`src/hw/rtl/klsm_pkg.sv`:
```
// ----------------------------------------------------------------------------
// klsm_pkg: shared types and constants for the key lifecycle state machine
// Request structs, action and state codes, and the per-algorithm tables.
// ----------------------------------------------------------------------------
`default_nettype none

package klsm_pkg;

    // Action codes carried in a request.
    localparam logic [2:0] ACT_INIT       = 3'd0;
    localparam logic [2:0] ACT_ACTIVATE   = 3'd1;
    localparam logic [2:0] ACT_DEACTIVATE = 3'd2;
    localparam logic [2:0] ACT_REVOKE     = 3'd3;
    localparam logic [2:0] ACT_DESTROY    = 3'd4;
    localparam logic [2:0] ACT_ARCHIVE    = 3'd5;
    localparam logic [2:0] ACT_QUERY      = 3'd6;

    // Slot state codes.
    localparam logic [2:0] ST_EMPTY       = 3'd0;
    localparam logic [2:0] ST_PREACTIVE   = 3'd1;
    localparam logic [2:0] ST_ACTIVE      = 3'd2;
    localparam logic [2:0] ST_DEACTIVATED = 3'd3;
    localparam logic [2:0] ST_COMPROMISED = 3'd4;
    localparam logic [2:0] ST_ARCHIVED    = 3'd5;
    localparam logic [2:0] ST_DESTROYED   = 3'd6;

    // Algorithm codes.
    localparam logic [2:0] ALG_RSA2048 = 3'd0;
    localparam logic [2:0] ALG_RSA4096 = 3'd1;
    localparam logic [2:0] ALG_P256    = 3'd2;
    localparam logic [2:0] ALG_P384    = 3'd3;

    localparam int DELTA_W = 33;
    localparam logic [16:0] SECONDS_PER_DAY = 17'd86400;

    typedef struct packed {
        logic [2:0]  action;
        logic [63:0] now_seconds;
        logic [2:0]  algorithm;
        logic [15:0] valid_days;
    } t_in_item;

    typedef struct packed {
        logic        accepted;
        logic [2:0]  key_state;
        logic        usable;
        logic [9:0]  key_bytes;
        logic [63:0] expiry_out;
    } t_out_item;

    // A registered request together with its precomputed time offset.
    typedef struct packed {
        t_in_item             item;
        logic [DELTA_W-1:0]   delta;
    } t_stage;

    // Key lifetime in seconds for each algorithm, used by init.
    function automatic logic [DELTA_W-1:0] lifetime_secs(input logic [2:0] alg);
        logic [DELTA_W-1:0] secs;
        case (alg)
            ALG_RSA2048: secs = DELTA_W'(64'd730 * 64'd86400);
            ALG_RSA4096: secs = DELTA_W'(64'd1825 * 64'd86400);
            ALG_P256:    secs = DELTA_W'(64'd1095 * 64'd86400);
            ALG_P384:    secs = DELTA_W'(64'd1825 * 64'd86400);
            default:     secs = DELTA_W'(64'd365 * 64'd86400);
        endcase
        return secs;
    endfunction

    // Key material length in bytes for each algorithm, used by activate.
    function automatic logic [9:0] material_for(input logic [2:0] alg);
        logic [9:0] len;
        case (alg)
            ALG_RSA2048: len = 10'd256;
            ALG_RSA4096: len = 10'd512;
            ALG_P256:    len = 10'd32;
            ALG_P384:    len = 10'd48;
            default:     len = 10'd32;
        endcase
        return len;
    endfunction

endpackage

`default_nettype wire

```
`src/hw/rtl/key_lifecycle_state_machine.sv`:
```
// ----------------------------------------------------------------------------
// key_lifecycle_state_machine: one key slot with a lifecycle state machine
// Takes lifecycle requests and returns one result for each of them.
// ----------------------------------------------------------------------------
// Channel   Direction  Handshake           Payload
// request   in         i_valid / o_stall   i_item  (klsm_pkg::t_in_item)
// result    out        o_valid / i_stall   o_item  (klsm_pkg::t_out_item)
//
// A request passes from acceptance to its result through the request register,
// where the time offset is multiplied out, and then through the slot update
// into the result register. One request is accepted every cycle while o_stall is low.
// Reset clears the slot to empty with all fields zero; no items are pending.
// A stalled result holds; the request side stalls only when both registers are full and i_stall is high.
// ----------------------------------------------------------------------------
`default_nettype none

module key_lifecycle_state_machine (
    input  wire logic                i_clk,
    input  wire logic                i_rst_n,
    input  wire logic                i_valid,
    output logic                     o_stall,
    input  wire klsm_pkg::t_in_item  i_item,
    output logic                     o_valid,
    input  wire logic                i_stall,
    output klsm_pkg::t_out_item      o_item
);

    logic             w_stage_valid;
    logic             w_hold;
    klsm_pkg::t_stage w_stage;

    // Request register with offset precompute.
    klsm_decode u_decode (
        .i_clk   (i_clk),
        .i_rst_n (i_rst_n),
        .i_valid (i_valid),
        .o_stall (o_stall),
        .i_item  (i_item),
        .i_hold  (w_hold),
        .o_valid (w_stage_valid),
        .o_stage (w_stage)
    );

    // Slot update and result register.
    klsm_core u_core (
        .i_clk   (i_clk),
        .i_rst_n (i_rst_n),
        .i_valid (w_stage_valid),
        .i_stage (w_stage),
        .o_hold  (w_hold),
        .o_valid (o_valid),
        .i_stall (i_stall),
        .o_item  (o_item)
    );

endmodule

`default_nettype wire

```
`src/hw/rtl/klsm_decode.sv`:
```
// ----------------------------------------------------------------------------
// klsm_decode: request register of the key lifecycle state machine
// Captures one request and precomputes the seconds to add to the current time.
// ----------------------------------------------------------------------------
`default_nettype none

module klsm_decode (
    input  wire logic              i_clk,
    input  wire logic              i_rst_n,
    input  wire logic              i_valid,
    output logic                   o_stall,
    input  wire klsm_pkg::t_in_item i_item,
    input  wire logic              i_hold,
    output logic                   o_valid,
    output klsm_pkg::t_stage       o_stage
);

    logic                 r_valid;
    logic                 n_valid;
    klsm_pkg::t_stage     r_stage;
    logic                 w_load;
    logic [klsm_pkg::DELTA_W-1:0] w_days_secs;

    // The register is blocked only when it is full and the core cannot take it.
    assign o_stall = r_valid & i_hold;
    assign w_load  = i_valid & ~o_stall;

    // Validity days times one day, a 16 by 17 bit constant multiply.
    assign w_days_secs = klsm_pkg::DELTA_W'(i_item.valid_days)
                       * klsm_pkg::DELTA_W'(klsm_pkg::SECONDS_PER_DAY);

    always_comb begin
        if (w_load) begin
            n_valid = 1'b1;
        end else if (~i_hold) begin
            n_valid = 1'b0;
        end else begin
            n_valid = r_valid;
        end
    end

    // Control state.
    always_ff @(posedge i_clk) begin
        if (!i_rst_n) begin
            r_valid <= 1'b0;
        end else begin
            r_valid <= n_valid;
        end
    end

    // Payload register; the offset is chosen by the action.
    always_ff @(posedge i_clk) begin
        if (w_load) begin
            r_stage.item <= i_item;
            if (i_item.action == klsm_pkg::ACT_INIT) begin
                r_stage.delta <= klsm_pkg::lifetime_secs(i_item.algorithm);
            end else begin
                r_stage.delta <= w_days_secs;
            end
        end
    end

    assign o_valid = r_valid;
    assign o_stage = r_stage;

endmodule

`default_nettype wire

```
`src/hw/rtl/klsm_core.sv`:
```
// ----------------------------------------------------------------------------
// klsm_core: slot state and result register of the key lifecycle state machine
// Applies one request per cycle to the key slot while o_hold is low, and registers its result.
// ----------------------------------------------------------------------------
`default_nettype none

module klsm_core (
    input  wire logic               i_clk,
    input  wire logic               i_rst_n,
    input  wire logic               i_valid,
    input  wire klsm_pkg::t_stage   i_stage,
    output logic                    o_hold,
    output logic                    o_valid,
    input  wire logic               i_stall,
    output klsm_pkg::t_out_item     o_item
);

    logic [2:0]  r_state;
    logic [2:0]  n_state;
    logic [2:0]  r_algo;
    logic [2:0]  n_algo;
    logic [63:0] r_act_time;
    logic [63:0] n_act_time;
    logic [63:0] r_expiry;
    logic [63:0] n_expiry;
    logic [9:0]  r_mat_len;
    logic [9:0]  n_mat_len;
    logic        r_out_valid;
    logic        n_out_valid;
    klsm_pkg::t_out_item r_out;

    logic        w_take;
    logic        w_acc;
    logic        w_use;
    logic [63:0] w_now;
    logic [63:0] w_sum;

    // A request moves on when the result register is empty or being drained.
    assign o_hold = r_out_valid & i_stall;
    assign w_take = i_valid & ~o_hold;

    assign w_now = i_stage.item.now_seconds;
    assign w_sum = w_now + 64'(i_stage.delta);

    // Transition of the slot for the current request.
    always_comb begin
        n_state    = r_state;
        n_algo     = r_algo;
        n_act_time = r_act_time;
        n_expiry   = r_expiry;
        n_mat_len  = r_mat_len;
        w_acc      = 1'b0;
        case (i_stage.item.action)
            klsm_pkg::ACT_INIT: begin
                n_algo     = i_stage.item.algorithm;
                n_act_time = 64'd0;
                n_mat_len  = 10'd0;
                n_expiry   = w_sum;
                n_state    = klsm_pkg::ST_PREACTIVE;
                w_acc      = 1'b1;
            end
            klsm_pkg::ACT_ACTIVATE: begin
                if (r_state == klsm_pkg::ST_PREACTIVE) begin
                    if (r_mat_len == 10'd0) begin
                        n_mat_len = klsm_pkg::material_for(r_algo);
                    end
                    n_state    = klsm_pkg::ST_ACTIVE;
                    n_act_time = w_now;
                    if (i_stage.item.valid_days != 16'd0) begin
                        n_expiry = w_sum;
                    end
                    w_acc = 1'b1;
                end
            end
            klsm_pkg::ACT_DEACTIVATE: begin
                if (r_state == klsm_pkg::ST_ACTIVE) begin
                    n_state = klsm_pkg::ST_DEACTIVATED;
                    w_acc   = 1'b1;
                end
            end
            klsm_pkg::ACT_REVOKE: begin
                n_state   = klsm_pkg::ST_COMPROMISED;
                n_mat_len = 10'd0;
                w_acc     = 1'b1;
            end
            klsm_pkg::ACT_DESTROY: begin
                if (r_state != klsm_pkg::ST_DESTROYED) begin
                    n_algo     = 3'd0;
                    n_act_time = 64'd0;
                    n_expiry   = 64'd0;
                    n_mat_len  = 10'd0;
                    n_state    = klsm_pkg::ST_DESTROYED;
                    w_acc      = 1'b1;
                end
            end
            klsm_pkg::ACT_ARCHIVE: begin
                if (r_state == klsm_pkg::ST_DEACTIVATED) begin
                    n_state = klsm_pkg::ST_ARCHIVED;
                    w_acc   = 1'b1;
                end
            end
            default: begin
                w_acc = 1'b0;
            end
        endcase
    end

    // Usability is judged on the state after the request.
    assign w_use = (n_state == klsm_pkg::ST_ACTIVE) && (w_now >= n_act_time)
                   && (w_now < n_expiry);

    always_comb begin
        if (w_take) begin
            n_out_valid = 1'b1;
        end else if (~i_stall) begin
            n_out_valid = 1'b0;
        end else begin
            n_out_valid = r_out_valid;
        end
    end

    // Slot state and result valid.
    always_ff @(posedge i_clk) begin
        if (!i_rst_n) begin
            r_state     <= klsm_pkg::ST_EMPTY;
            r_algo      <= 3'd0;
            r_act_time  <= 64'd0;
            r_expiry    <= 64'd0;
            r_mat_len   <= 10'd0;
            r_out_valid <= 1'b0;
        end else begin
            r_out_valid <= n_out_valid;
            if (w_take) begin
                r_state    <= n_state;
                r_algo     <= n_algo;
                r_act_time <= n_act_time;
                r_expiry   <= n_expiry;
                r_mat_len  <= n_mat_len;
            end
        end
    end

    // Result payload register.
    always_ff @(posedge i_clk) begin
        if (w_take) begin
            r_out.accepted   <= (i_stage.item.action == klsm_pkg::ACT_QUERY) ? w_use : w_acc;
            r_out.key_state  <= n_state;
            r_out.usable     <= w_use;
            r_out.key_bytes  <= n_mat_len;
            r_out.expiry_out <= n_expiry;
        end
    end

    assign o_valid = r_out_valid;
    assign o_item  = r_out;

    // A usable key is always active and always holds key material.
    a_usable_active: assert property (@(posedge i_clk) disable iff (!i_rst_n)
        (r_out_valid && r_out.usable) |->
            (r_out.key_state == klsm_pkg::ST_ACTIVE && r_out.key_bytes != 10'd0))
        else $error("usable result without an active key");

    // A destroyed slot keeps no expiry and no material.
    a_destroyed_clear: assert property (@(posedge i_clk) disable iff (!i_rst_n)
        (r_state == klsm_pkg::ST_DESTROYED) |-> (r_expiry == 64'd0 && r_mat_len == 10'd0))
        else $error("destroyed slot still holds data");

    // A query never moves the slot.
    a_query_static: assert property (@(posedge i_clk) disable iff (!i_rst_n)
        (w_take && i_stage.item.action == klsm_pkg::ACT_QUERY) |=>
            (r_state == $past(r_state) && r_expiry == $past(r_expiry)))
        else $error("query changed the slot");

    // The slot only changes when a request is taken.
    a_state_hold: assert property (@(posedge i_clk) disable iff (!i_rst_n)
        !w_take |=> $stable(r_state))
        else $error("slot state changed without a request");

endmodule

`default_nettype wire

```
`config.mk`:
```
export PLATFORM = sky130hd
export DESIGN_NAME = key_lifecycle_state_machine
export DESIGN_NICKNAME = d
export VERILOG_FILES = /design/src/hw/rtl/klsm_pkg.sv /design/src/hw/rtl/key_lifecycle_state_machine.sv /design/src/hw/rtl/klsm_decode.sv /design/src/hw/rtl/klsm_core.sv
export SDC_FILE = /design/constraint.sdc
export NUM_CORES = 1
export LEC_CHECK = 0
export BUFFER_PORTS_ARGS = -buffer_cell sky130_fd_sc_hd__buf_4
export CAP_MARGIN = 30
export CORE_ASPECT_RATIO = 1.1
export CORE_MARGIN = 10
export CORE_UTILIZATION = 45
export DETAILED_ROUTE_END_ITERATION = 8
export PLACE_DENSITY = 0.72
export SYNTH_ARGS = -nofsm -noshare
export SYNTH_HDL_FRONTEND = slang
export SYNTH_SLANG_ARGS = --single-unit
```
`constraint.sdc`:
```
create_clock -name i_clk -period 6.3 [get_ports i_clk]
set_input_delay 0.945 -clock i_clk [delete_from_list [all_inputs] [get_ports i_clk]]
set_output_delay 0.945 -clock i_clk [all_outputs]
set_load 0.03 [all_outputs]
```
==> results.json, run 1 <==
{
  "outcome": "finished clean",
  "syn_area_per_cell_sq_um": 9.44,
  "drive_above_1_share_pct": 12.2,
  "cts_buffers": 40,
  "whs_ns": 0.448,
  "synth_area_leader_cell": "edfxtp_1",
  "crit_path_max_incr_delay_ns": 0.52,
  "final_design_area_no_fill_sq_mm": 0.0244,
  "core_sq_mm": 0.0465,
  "synth_flop_cell": "edfxtp_1",
  "setup_viol": 0,
  "vdd_ir_drop_max_v": 0.000199,
  "arrival_ns": 5.36,
  "powerDensity_mw_per_mm2": 304,
  "tritoncts": "done",
  "critPathSlowestCell": "fa_1",
  "path_cells": "buf_4 > ha_1 > inv_1 > fa_1 > fa_1 > inv_1 > ha_1 > inv_1 > fa_1 > inv_1 > ha_1 > o21a_1 > o21ai_0 > a21oi_1 > o22ai_1 > nand2_1 > a211o_1 > a211oi_1 > o21ai_0",
  "h-tree-depth": 2,
  "grt_overflow": 0,
  "drcViolationCount": 0,
  "cts_resized": 0,
  "hp-class": "flop to flop",
  "clk_path_buf_depth": 3,
  "start_util_pct": 45.3,
  "fin_skew_ns": 0.0297,
  "clkTransAtPathRegs_ns": 0.06,
  "post-dp-hpwl_um": 43600,
  "max_slew_margin_pct": 33.4,
  "drt_iter0_drc": 1609,
  "maxSlewViolCount": 0,
  "fin_crit_ns": 5.08,
  "worstSetupStartpointType": "input port",
  "swShare_pct": 34.3,
  "via_per_inst": 5.84,
  "finalPower_uw": 7420,
  "area_delta_synth_final_pct": 15.5,
  "clock.fmax_mhz": 197,
  "dieWidth_um": 226,
  "dp_slack_ns": 0.731,
  "gp_congestion": 0.927,
  "synth_seq_area_share_pct": 41.0,
  "drv_cap": 0,
  "worst_path_most_repeated_cell": "inv_1",
  "wl_um": 59100,
  "track_usage_pct": 20.7,
  "grt_pass1_vias": 17200,
  "vias": 17500,
  "end_kind": "flop",
  "io_pins": 171,
  "hold_buffers": 0,
  "seqPwrFrac_pct": 35.9,
  "synth_top_area_share_pct": 27.2,
  "drt_first_pass_iters": 6,
  "p_switching_uw": 2540,
  "required_ns": 6.59,
  "yosys-top-cells-count": "311 x nand2_1, 237 x ha_1, 191 x edfxtp_1",
  "tightest_slew_ns": 0.996,
  "rsz0062_at_grt": "false",
  "wl_per_cell_um": 19.7,
  "clockPowerShare_pct": 31.2,
  "async_reset_ff_share_pct": 0,
  "dieHeight_um": 247,
  "synthesis.area_sq_mm": 0.0211,
  "portBuffers": 170,
  "period_share_pct": 80.6,
  "rows": 83,
  "synth-edff-count": 191,
  "grt_max_degree": 113,
  "synthesis.nets": 2594,
  "dpl_cell_area_sq_mm": 0.0230,
  "grt_pass1_wl_um": 92300,
  "crit_type": "input port to flop",
  "clkSinkCount": 337,
  "clock_latency_ns": 0.57,
  "yosysWarnings": 0,
  "ant_nets": 0,
  "critPathMaxFanout": 5,
  "worst_slack_ns": 1.22,
  "postCtsSetupRepairBufs": 0,
  "synthCells": 2235,
  "synth_cell_types": 71,
  "cts-root-buf": "clkbuf_16",
  "diodes": 0,
  "synth_most_common_cell": "nand2_1",
  "synth.area.top_cells": "edfxtp_1 27%, ha_1 14%, dfxtp_1 14%",
  "leakagePower_uw": 0.00998,
  "p_comb_share_pct": 32.8,
  "hold_viol": 0,
  "synth-seq-cells": 337,
  "die_area_sq_mm": 0.0559,
  "antenna_found_initial": 0,
  "final.setup.tns_ns": 0,
  "fin_nets": 2733,
  "p_int_uw": 4880
}
==> state kept, by name, summed over array words and instances (netlist names) <==
name,count
u_core.r_algo,3
u_core.o_item,79
u_core.r_mat_len,10
u_core.r_expiry,64
u_decode.o_stage,112
u_decode.o_valid,1
u_core.r_act_time,64
u_core.r_state,3
u_core.o_valid,1
==> placed cells by master (no fill, tap or decap), types with 6 or more instances in the layout <==
| master | count |
|---|---|
| a211oi_1 | 28 |
| a21o_1 | 43 |
| a21oi_1 | 139 |
| a22o_1 | 19 |
| a22oi_1 | 63 |
| a31oi_1 | 15 |
| a32oi_1 | 29 |
| and2_1 | 23 |
| and3_1 | 20 |
| and4_1 | 8 |
| buf_4 | 189 |
| clkbuf_1 | 6 |
| clkbuf_16 | 42 |
| clkinvlp_4 | 7 |
| dfxtp_1 | 146 |
| edfxtp_1 | 191 |
| fa_1 | 32 |
| ha_1 | 237 |
| inv_1 | 155 |
| nand2_1 | 309 |
| nand2b_1 | 10 |
| nand3_1 | 35 |
| nand4_1 | 35 |
| nor2_1 | 171 |
| nor2b_1 | 13 |
| nor3_1 | 22 |
| nor4_1 | 12 |
| o211ai_1 | 10 |
| o21a_1 | 84 |
| o21ai_0 | 114 |
| o21ai_1 | 7 |
| o21bai_1 | 8 |
| or2_2 | 6 |
| or3_1 | 7 |
| xnor2_1 | 31 |
| xor2_1 | 38 |
==> power by group through the flow <==
stage	logic (uW)	registers, uW	clock network, uW
after floorplan	1740	2710	0
after global placement	2340	2700	0
after detailed placement	2390	2710	0
after CTS	2410	2660	2380
after global routing	2730	2680	2460
final	2440	2670	2320
==> layout make-up <==
| class | instances | area, sq um |
|---|---|---|
| Clock buffer | 50 | 1100 |
| Timing Repair Buffer | 194 | 1540 |
| Inverter | 157 | 594 |
| Fill cell | 4114 | 22200 |
| Clock inverter | 23 | 220 |
| Tap cell | 595 | 744 |
| Multi-Input combinational cell | 1644 | 11500 |
| Sequential cell | 337 | 8660 |
==> layer usage <==
metal  routed length (um)  global-route usage [%]  vias to the layer above
met5                    0                       0                        -
met1                24600                    25.4                     8427
met4                 2070                    8.67                        0
met3                 3530                    3.32                      134
met2                28900                    35.6                      577
li1                     -                       -                     8372
==> cell families (layout without fill, tap and decap cells) <==
family,Yosys count,in the layout,synth area share [%]
adders and majority gates,269,269,17.1
and+or+nand+nor,686,686,14.4
xor gates and xnor gates,69,69,2.86
buffers and inverters,254,424,4.60
DFF,337,337,41.0
AOI/OAI and AO/OA,620,620,19.9
==> metrics by stage <==
step	utilization [%]	instances
2_1_floorplan	-	2235
3_3_place_gp	49.4	2924
3_5_place_dp	49.5	2926
4_1_cts	52.3	2999
5_1_grt	52.4	3000
6_report	52.4	3000
==> worst max-delay path: cells and delay by family <==
family / cells / cell delay (ns)
compound gates: 7 / 1.48
simple gates: 1 / 0.18
fa+ha+maj: 6 / 2.36
buf+inv: 5 / 0.39
==> final timing paths <==
path                                           start                   end  slack, ns  cells after the start
worst max register to register  u_decode.o_stage[43]     u_core.o_item[78]       1.34                     15
worst min register to register   u_core.r_expiry[56]   u_core.r_expiry[56]       0.45                      2
worst min-delay path             u_core.r_expiry[56]   u_core.r_expiry[56]       0.45                      2
worst max-delay path                       i_item[1]  u_decode.o_stage[26]       1.22                     19
Note: power is estimated with default switching activity, not from simulation.
==> inputs of run 2 (changes only) <==
--- a/config.mk
+++ b/config.mk
@@ -5,13 +5,14 @@
 export SDC_FILE = /design/constraint.sdc
 export NUM_CORES = 1
 export LEC_CHECK = 0
+export ABC_AREA = 1
 export BUFFER_PORTS_ARGS = -buffer_cell sky130_fd_sc_hd__buf_4
 export CAP_MARGIN = 30
 export CORE_ASPECT_RATIO = 1.1
 export CORE_MARGIN = 10
 export CORE_UTILIZATION = 45
 export DETAILED_ROUTE_END_ITERATION = 8
-export PLACE_DENSITY = 0.72
+export PLACE_DENSITY = 0.7
 export SYNTH_ARGS = -nofsm -noshare
 export SYNTH_HDL_FRONTEND = slang
 export SYNTH_SLANG_ARGS = --single-unit
==> constraint.sdc (replaced) <==
create_clock -name i_clk -period 4.9 [get_ports i_clk]
set_input_delay 0.735 -clock i_clk [delete_from_list [all_inputs] [get_ports i_clk]]
set_output_delay 0.735 -clock i_clk [all_outputs]
set_load 0.03 [all_outputs]
==> results.json, run 2 <==
{
  "synth.area.top_cells": "edfxtp_1 26%, ha_1 14%, dfxtp_1 13%",
  "synthCells": 2645,
  "cts_buffers": 39,
  "required_ns": 5.27,
  "grt_max_degree": 258,
  "fin_skew_ns": 0.0313,
  "final_common_cell": "inv_1",
  "max_slew_margin_pct": 21.3,
  "clock_latency_ns": 0.57,
  "track_usage_pct": 21.3,
  "drt_first_pass_iters": 6,
  "critPathMaxFanout": 4,
  "synth_top_area_share_pct": 26.5,
  "clock.fmax_mhz": 215,
  "grt_overflow": 0,
  "final_cell_mix": "422 x inv_1, 387 x nand2_1, 299 x o21ai_0",
  "wl_per_cell_um": 18.0,
  "area_delta_synth_final_pct": 15.6,
  "synth-seq-cells": 337,
  "rows": 84,
  "end_kind": "flop",
  "setup_viol": 0,
  "dpl_cell_area_sq_mm": 0.0237,
  "grt_pass1_vias": 18500,
  "drt_iter0_drc": 1687,
  "post-dp-hpwl_um": 46700,
  "rsz0062_at_grt": "true",
  "tritoncts": "done",
  "ant_nets": 0,
  "clk_path_buf_depth": 3,
  "die_area_sq_mm": 0.0573,
  "final_design_area_no_fill_sq_mm": 0.0250,
  "synth-edff-count": 191,
  "fin_crit_ns": 4.65,
  "h-tree-depth": 2,
  "antenna_found_initial": 1,
  "yosysWarnings": 0,
  "hp-class": "input port to flop",
  "diodes": 0,
  "largest_reg_flops": 112,
  "portBuffers": 170,
  "synth_cell_types": 62,
  "synthesis.area_sq_mm": 0.0217,
  "synth_most_common_cell": "inv_1",
  "tightest_slew_ns": 1.18,
  "fin_nets": 3172,
  "drcViolationCount": 0,
  "synth_flop_cell": "edfxtp_1",
  "synth_seq_area_share_pct": 40.0,
  "powerDensity_mw_per_mm2": 386,
  "yosys-top-cells-count": "425 x inv_1, 388 x nand2_1, 299 x o21ai_0",
  "async_reset_ff_share_pct": 0,
  "hold_viol": 0,
  "leakagePower_uw": 0.0112,
  "start_util_pct": 45.4,
  "finalPower_uw": 9660,
  "grt_pass1_wl_um": 99300,
  "syn_area_per_cell_sq_um": 8.19,
  "period_share_pct": 94.9,
  "arrival_ns": 5.02,
  "dieHeight_um": 250,
  "fin_util_pct": 52.5,
  "wl_um": 62600,
  "gp_congestion": 0.934,
  "worst_slack_ns": 0.248,
  "postCtsSetupRepairBufs": 0,
  "outcome": "finished clean",
  "synthesis.nets": 3004,
  "core_sq_mm": 0.0477,
  "clkTransAtPathRegs_ns": 0.06,
  "drive_above_1_share_pct": 11.5,
  "dieWidth_um": 229,
  "drv_cap": 0,
  "synth_area_leader_cell": "edfxtp_1",
  "crit_type": "flop to flop",
  "worstSetupStartpointType": "flop",
  "vdd_ir_drop_max_v": 0.000311,
  "io_pins": 171,
  "maxSlewViolCount": 0,
  "vias": 18900,
  "cts-root-buf": "clkbuf_16",
  "dp_slack_ns": -0.0489,
  "clkSinkCount": 337,
  "via_per_inst": 5.42
}
[run 2: worst paths after layout]
| kind | cells past startpoint | start | to | slack, ns |
|---|---|---|---|---|
| setup / recovery | 26 | u_decode.o_stage[59] | u_core.o_item[74] | 0.25 |
| hold / removal | 1 | i_item[77] | u_decode.o_stage[110] | 0.34 |
| setup reg to reg | 26 | u_decode.o_stage[59] | u_core.o_item[74] | 0.25 |
| hold reg to reg | 2 | u_core.r_mat_len[3] | u_core.r_mat_len[3] | 0.46 |
[run 2: layer usage]
layer | track usage (%) | wire length, um
met1 | 26.5 | 27100
met2 | 37.3 | 30300
met3 | 3.12 | 3310
met4 | 7.10 | 1870
met5 | 0 | 13
[run 2: what timing repair did]
item,4_1_cts,5_1_grt
setup endpoints to repair,0,2
gates resized for setup,0,5
hold buffers,0,0
[run 2: final cells by class]
type	instances	area (sq um)
clock buffers	49	1050
clock inverters	22	229
fillers	4485	22700
inverters	439	1650
multi-input cells	1784	11000
flip-flops and latches	337	8660
well taps	645	807
repair buffers	212	1620
[run 2: kinds of logic (layout without fill, tap and decap cells)]
| logic type | count (synthesis) | in the layout | share of synthesized area [%] |
|---|---|---|---|
| adders and majority gates | 269 | 269 | 16.6 |
| AOI/OAI and AO/OA | 685 | 685 | 17.1 |
| and+or+nand+nor | 817 | 817 | 16.4 |
| buffers and inverters | 524 | 722 | 9.39 |
| xor gates and xnor gates | 13 | 13 | 0.525 |
| DFF | 337 | 337 | 40.0 |
[run 2: stage by stage]
step	instances	hold WS (ns)	setup TNS, ns
CTS	3487	0.324	0
floorplan	2645	0.436	0
global route	3488	0.328	-0.0503
finish	3488	0.345	0
global placement	3416	0.445	0
detailed placement	3416	0.448	-0.128
[run 2: power breakdown]
group          leakage [uW]  internal (uW)  total (uW)  switching [uW]
clock network      0.000626           1740        2950            1210
logic               0.00755           1180        3240            2060
registers           0.00305           3320        3470             149
[run 2: critical path, cell delays in order (launching register included)]
cell	delay [ns]
edfxtp_1	0.44
ha_1	0.20
inv_1	0.05
fa_1	0.40
inv_1	0.08
nand3_1	0.09
nand2_1	0.11
nand2_1	0.06
nand2_1	0.11
a21oi_1	0.11
o21ai_1	0.16
buf_4	0.17
nand3_1	0.16
nand3_1	0.12
nand3_1	0.15
o21ai_0	0.23
inv_1	0.09
ha_1	0.32
a21oi_1	0.15
o21ai_0	0.10
nand3_1	0.09
a21oi_1	0.09
nor4_2	0.34
nand2_1	0.12
a21oi_1	0.20
nand2_1	0.09
a21oi_1	0.24
==> inputs of run 3 (changes only) <==
--- a/config.mk
+++ b/config.mk
@@ -8,11 +8,13 @@
 export ABC_AREA = 1
 export BUFFER_PORTS_ARGS = -buffer_cell sky130_fd_sc_hd__buf_4
 export CAP_MARGIN = 30
+export CELL_PAD_IN_SITES_DETAIL_PLACEMENT = 1
+export CELL_PAD_IN_SITES_GLOBAL_PLACEMENT = 2
 export CORE_ASPECT_RATIO = 1.1
 export CORE_MARGIN = 10
-export CORE_UTILIZATION = 45
+export CORE_UTILIZATION = 37
 export DETAILED_ROUTE_END_ITERATION = 8
-export PLACE_DENSITY = 0.7
+export PLACE_DENSITY = 0.88
 export SYNTH_ARGS = -nofsm -noshare
 export SYNTH_HDL_FRONTEND = slang
 export SYNTH_SLANG_ARGS = --single-unit
==> results.json, run 3 (synthesis gave the netlist of run 2 again) <==
{
  "die_area_sq_mm": 0.0686,
  "vias": 19300,
  "fin_util_pct": 43.9,
  "arrival_ns": 5.06,
  "end_kind": "flop",
  "clock.fmax_mhz": 210,
  "powerDensity_mw_per_mm2": 391,
  "hp-class": "input port to flop",
  "diodes": 0,
  "worst-path-buf-inv": 2,
  "rows": 92,
  "cts-root-buf": "clkbuf_16",
  "tightest_slew_ns": 0.763,
  "grt_pass1_vias": 20600,
  "p_switching_uw": 3600,
  "maxSlewViolCount": 0,
  "drt_iter0_drc": 959,
  "crit_family": "compound AO/OA/AOI/OAI gates",
  "portBuffers": 170,
  "drive_above_1_share_pct": 12.1,
  "fin_nets": 3180,
  "fin_crit_ns": 4.76,
  "grt_overflow": 0,
  "final_cell_count_no_fill": 3605,
  "drv_cap": 0,
  "clkTransAtPathRegs_ns": 0.06,
  "cts_resized": 0,
  "drt_first_pass_iters": 5,
  "clock_latency_ns": 0.57,
  "track_usage_pct": 20.6,
  "dieHeight_um": 274,
  "crit_type": "flop to flop",
  "leakagePower_uw": 0.0113,
  "critPathSlowestCell": "edfxtp_1",
  "h-tree-depth": 2,
  "final_cell_mix": "422 x inv_1, 387 x nand2_1, 297 x o21ai_0",
  "ant_nets": 0,
  "wl_per_cell_um": 20.2,
  "period_share_pct": 97.2,
  "cts_buffers": 41,
  "p_comb_share_pct": 33.9,
  "via_per_inst": 5.36,
  "swShare_pct": 36.3,
  "max_slew_margin_pct": 48.8,
  "dieWidth_um": 251,
  "core_sq_mm": 0.0577,
  "setup_viol": 0,
  "antenna_found_initial": 0,
  "io_pins": 171,
  "vdd_ir_drop_max_v": 0.000236,
  "path_cells": "ha_1 > a21oi_1 > o21ai_0 > a21oi_1 > nand2_1 > a21oi_1 > inv_1 > a21oi_1 > o21ai_0 > o21ai_1 > inv_1 > ha_1 > nand2_1 > or3_1 > nor4_1 > nand2_1 > nand2_1 > nand2_1 > nand3_1 > nand2_1",
  "worst_path_most_repeated_cell": "nand2_1",
  "final_common_cell": "inv_1",
  "tritoncts": "done",
  "area_delta_synth_final_pct": 16.9,
  "gp_congestion": 0.923,
  "place_inst": 3528,
  "hold_viol": 0,
  "largest_reg_flops": 112,
  "crit_path_max_incr_delay_ns": 0.47,
  "clk_path_buf_depth": 3,
  "whs_ns": 0.338,
  "drcViolationCount": 0,
  "grt_pass1_wl_um": 114000,
  "start_util_pct": 37.6,
  "p_int_uw": 6320,
  "fin_skew_ns": 0.0206,
  "critPathMaxFanout": 5,
  "seqPwrFrac_pct": 35.2,
  "outcome": "finished clean",
  "post-dp-hpwl_um": 54600,
  "worstSetupStartpointType": "flop",
  "grt_max_degree": 132,
  "required_ns": 5.20,
  "clkSinkCount": 337,
  "postCtsSetupRepairBufs": 0,
  "hold_buffers": 0,
  "wl_um": 72900,
  "clockPowerShare_pct": 30.9
}
-- run 3: changes by cell type in the layout (fill, tap and decap cells not counted), moves of 2 or more --
cell       before  now
clkinv_2        6   10
buf_16          0    2
bufinv_16       4    2
inv_4           1    3
a21oi_2         3    5
clkinv_8        2    0
clkbuf_16      40   44
clkinv_1       10    4
o21ai_0       299  297
buf_4         210  214
o21ai_1        39   41
inv_6           0    2
-- run 3: layout make-up --
class,count,area [sq um]
multi-input cells,1784,11000
repair buffers,218,1700
flip-flops and latches,337,8660
inverters,439,1650
clock inverters,20,165
fillers,6867,32300
well taps,752,941
clock buffers,55,1170
-- run 3: per-layer routing --
metal	up-vias	track usage, %	share of wire [%]
li1	9333	-	-
met1	9471	24.9	43
met2	392	36.8	50
met3	128	2.84	4.0
met4	0	6.87	3.0
met5	-	0	0
-- run 3: power groups by stage --
| stage | logic [uW] | registers (uW) | clock network, uW |
|---|---|---|---|
| finish | 3360 | 3490 | 3060 |
| global route | 3820 | 3510 | 3250 |
| CTS | 3350 | 3490 | 3150 |
| detailed placement | 3310 | 3540 | 0 |
| global placement | 3160 | 3530 | 0 |
| floorplan | 2200 | 3550 | 0 |
-- run 3: worst reg2reg max path: cells and delay by family, from the launching register on --
kind | cells | cell delay (ns)
AO/OA/AOI/OAI | 7 | 1.82
adder cells (fa/ha/maj) | 2 | 0.73
buffers and inverters | 2 | 0.30
flip-flops | 1 | 0.47
AND/OR/NAND/NOR | 9 | 1.17
-- run 3: metrics by stage --
stage,TNS (ns),power [uW],instance area [sq um],worst slack (ns)
2_1_floorplan,0,5750,21700,0.377
3_3_place_gp,-0.0648,6700,23900,-0.0330
3_5_place_dp,-0.290,6850,23900,-0.0804
4_1_cts,0,9980,25200,0.0666
5_1_grt,-0.00258,10600,25300,-0.00258
6_report,0,9910,25300,0.139
-- run 3: final timing paths --
path	from	to	slack, ns	depth (start not counted)
max reg2reg	u_decode.o_stage[75]	u_core.o_item[78]	0.14	20
max	u_decode.o_stage[75]	u_core.o_item[78]	0.14	20
min reg2reg	u_core.r_mat_len[3]	u_core.r_mat_len[3]	0.46	2
min	i_item[61]	u_decode.o_stage[94]	0.34	1
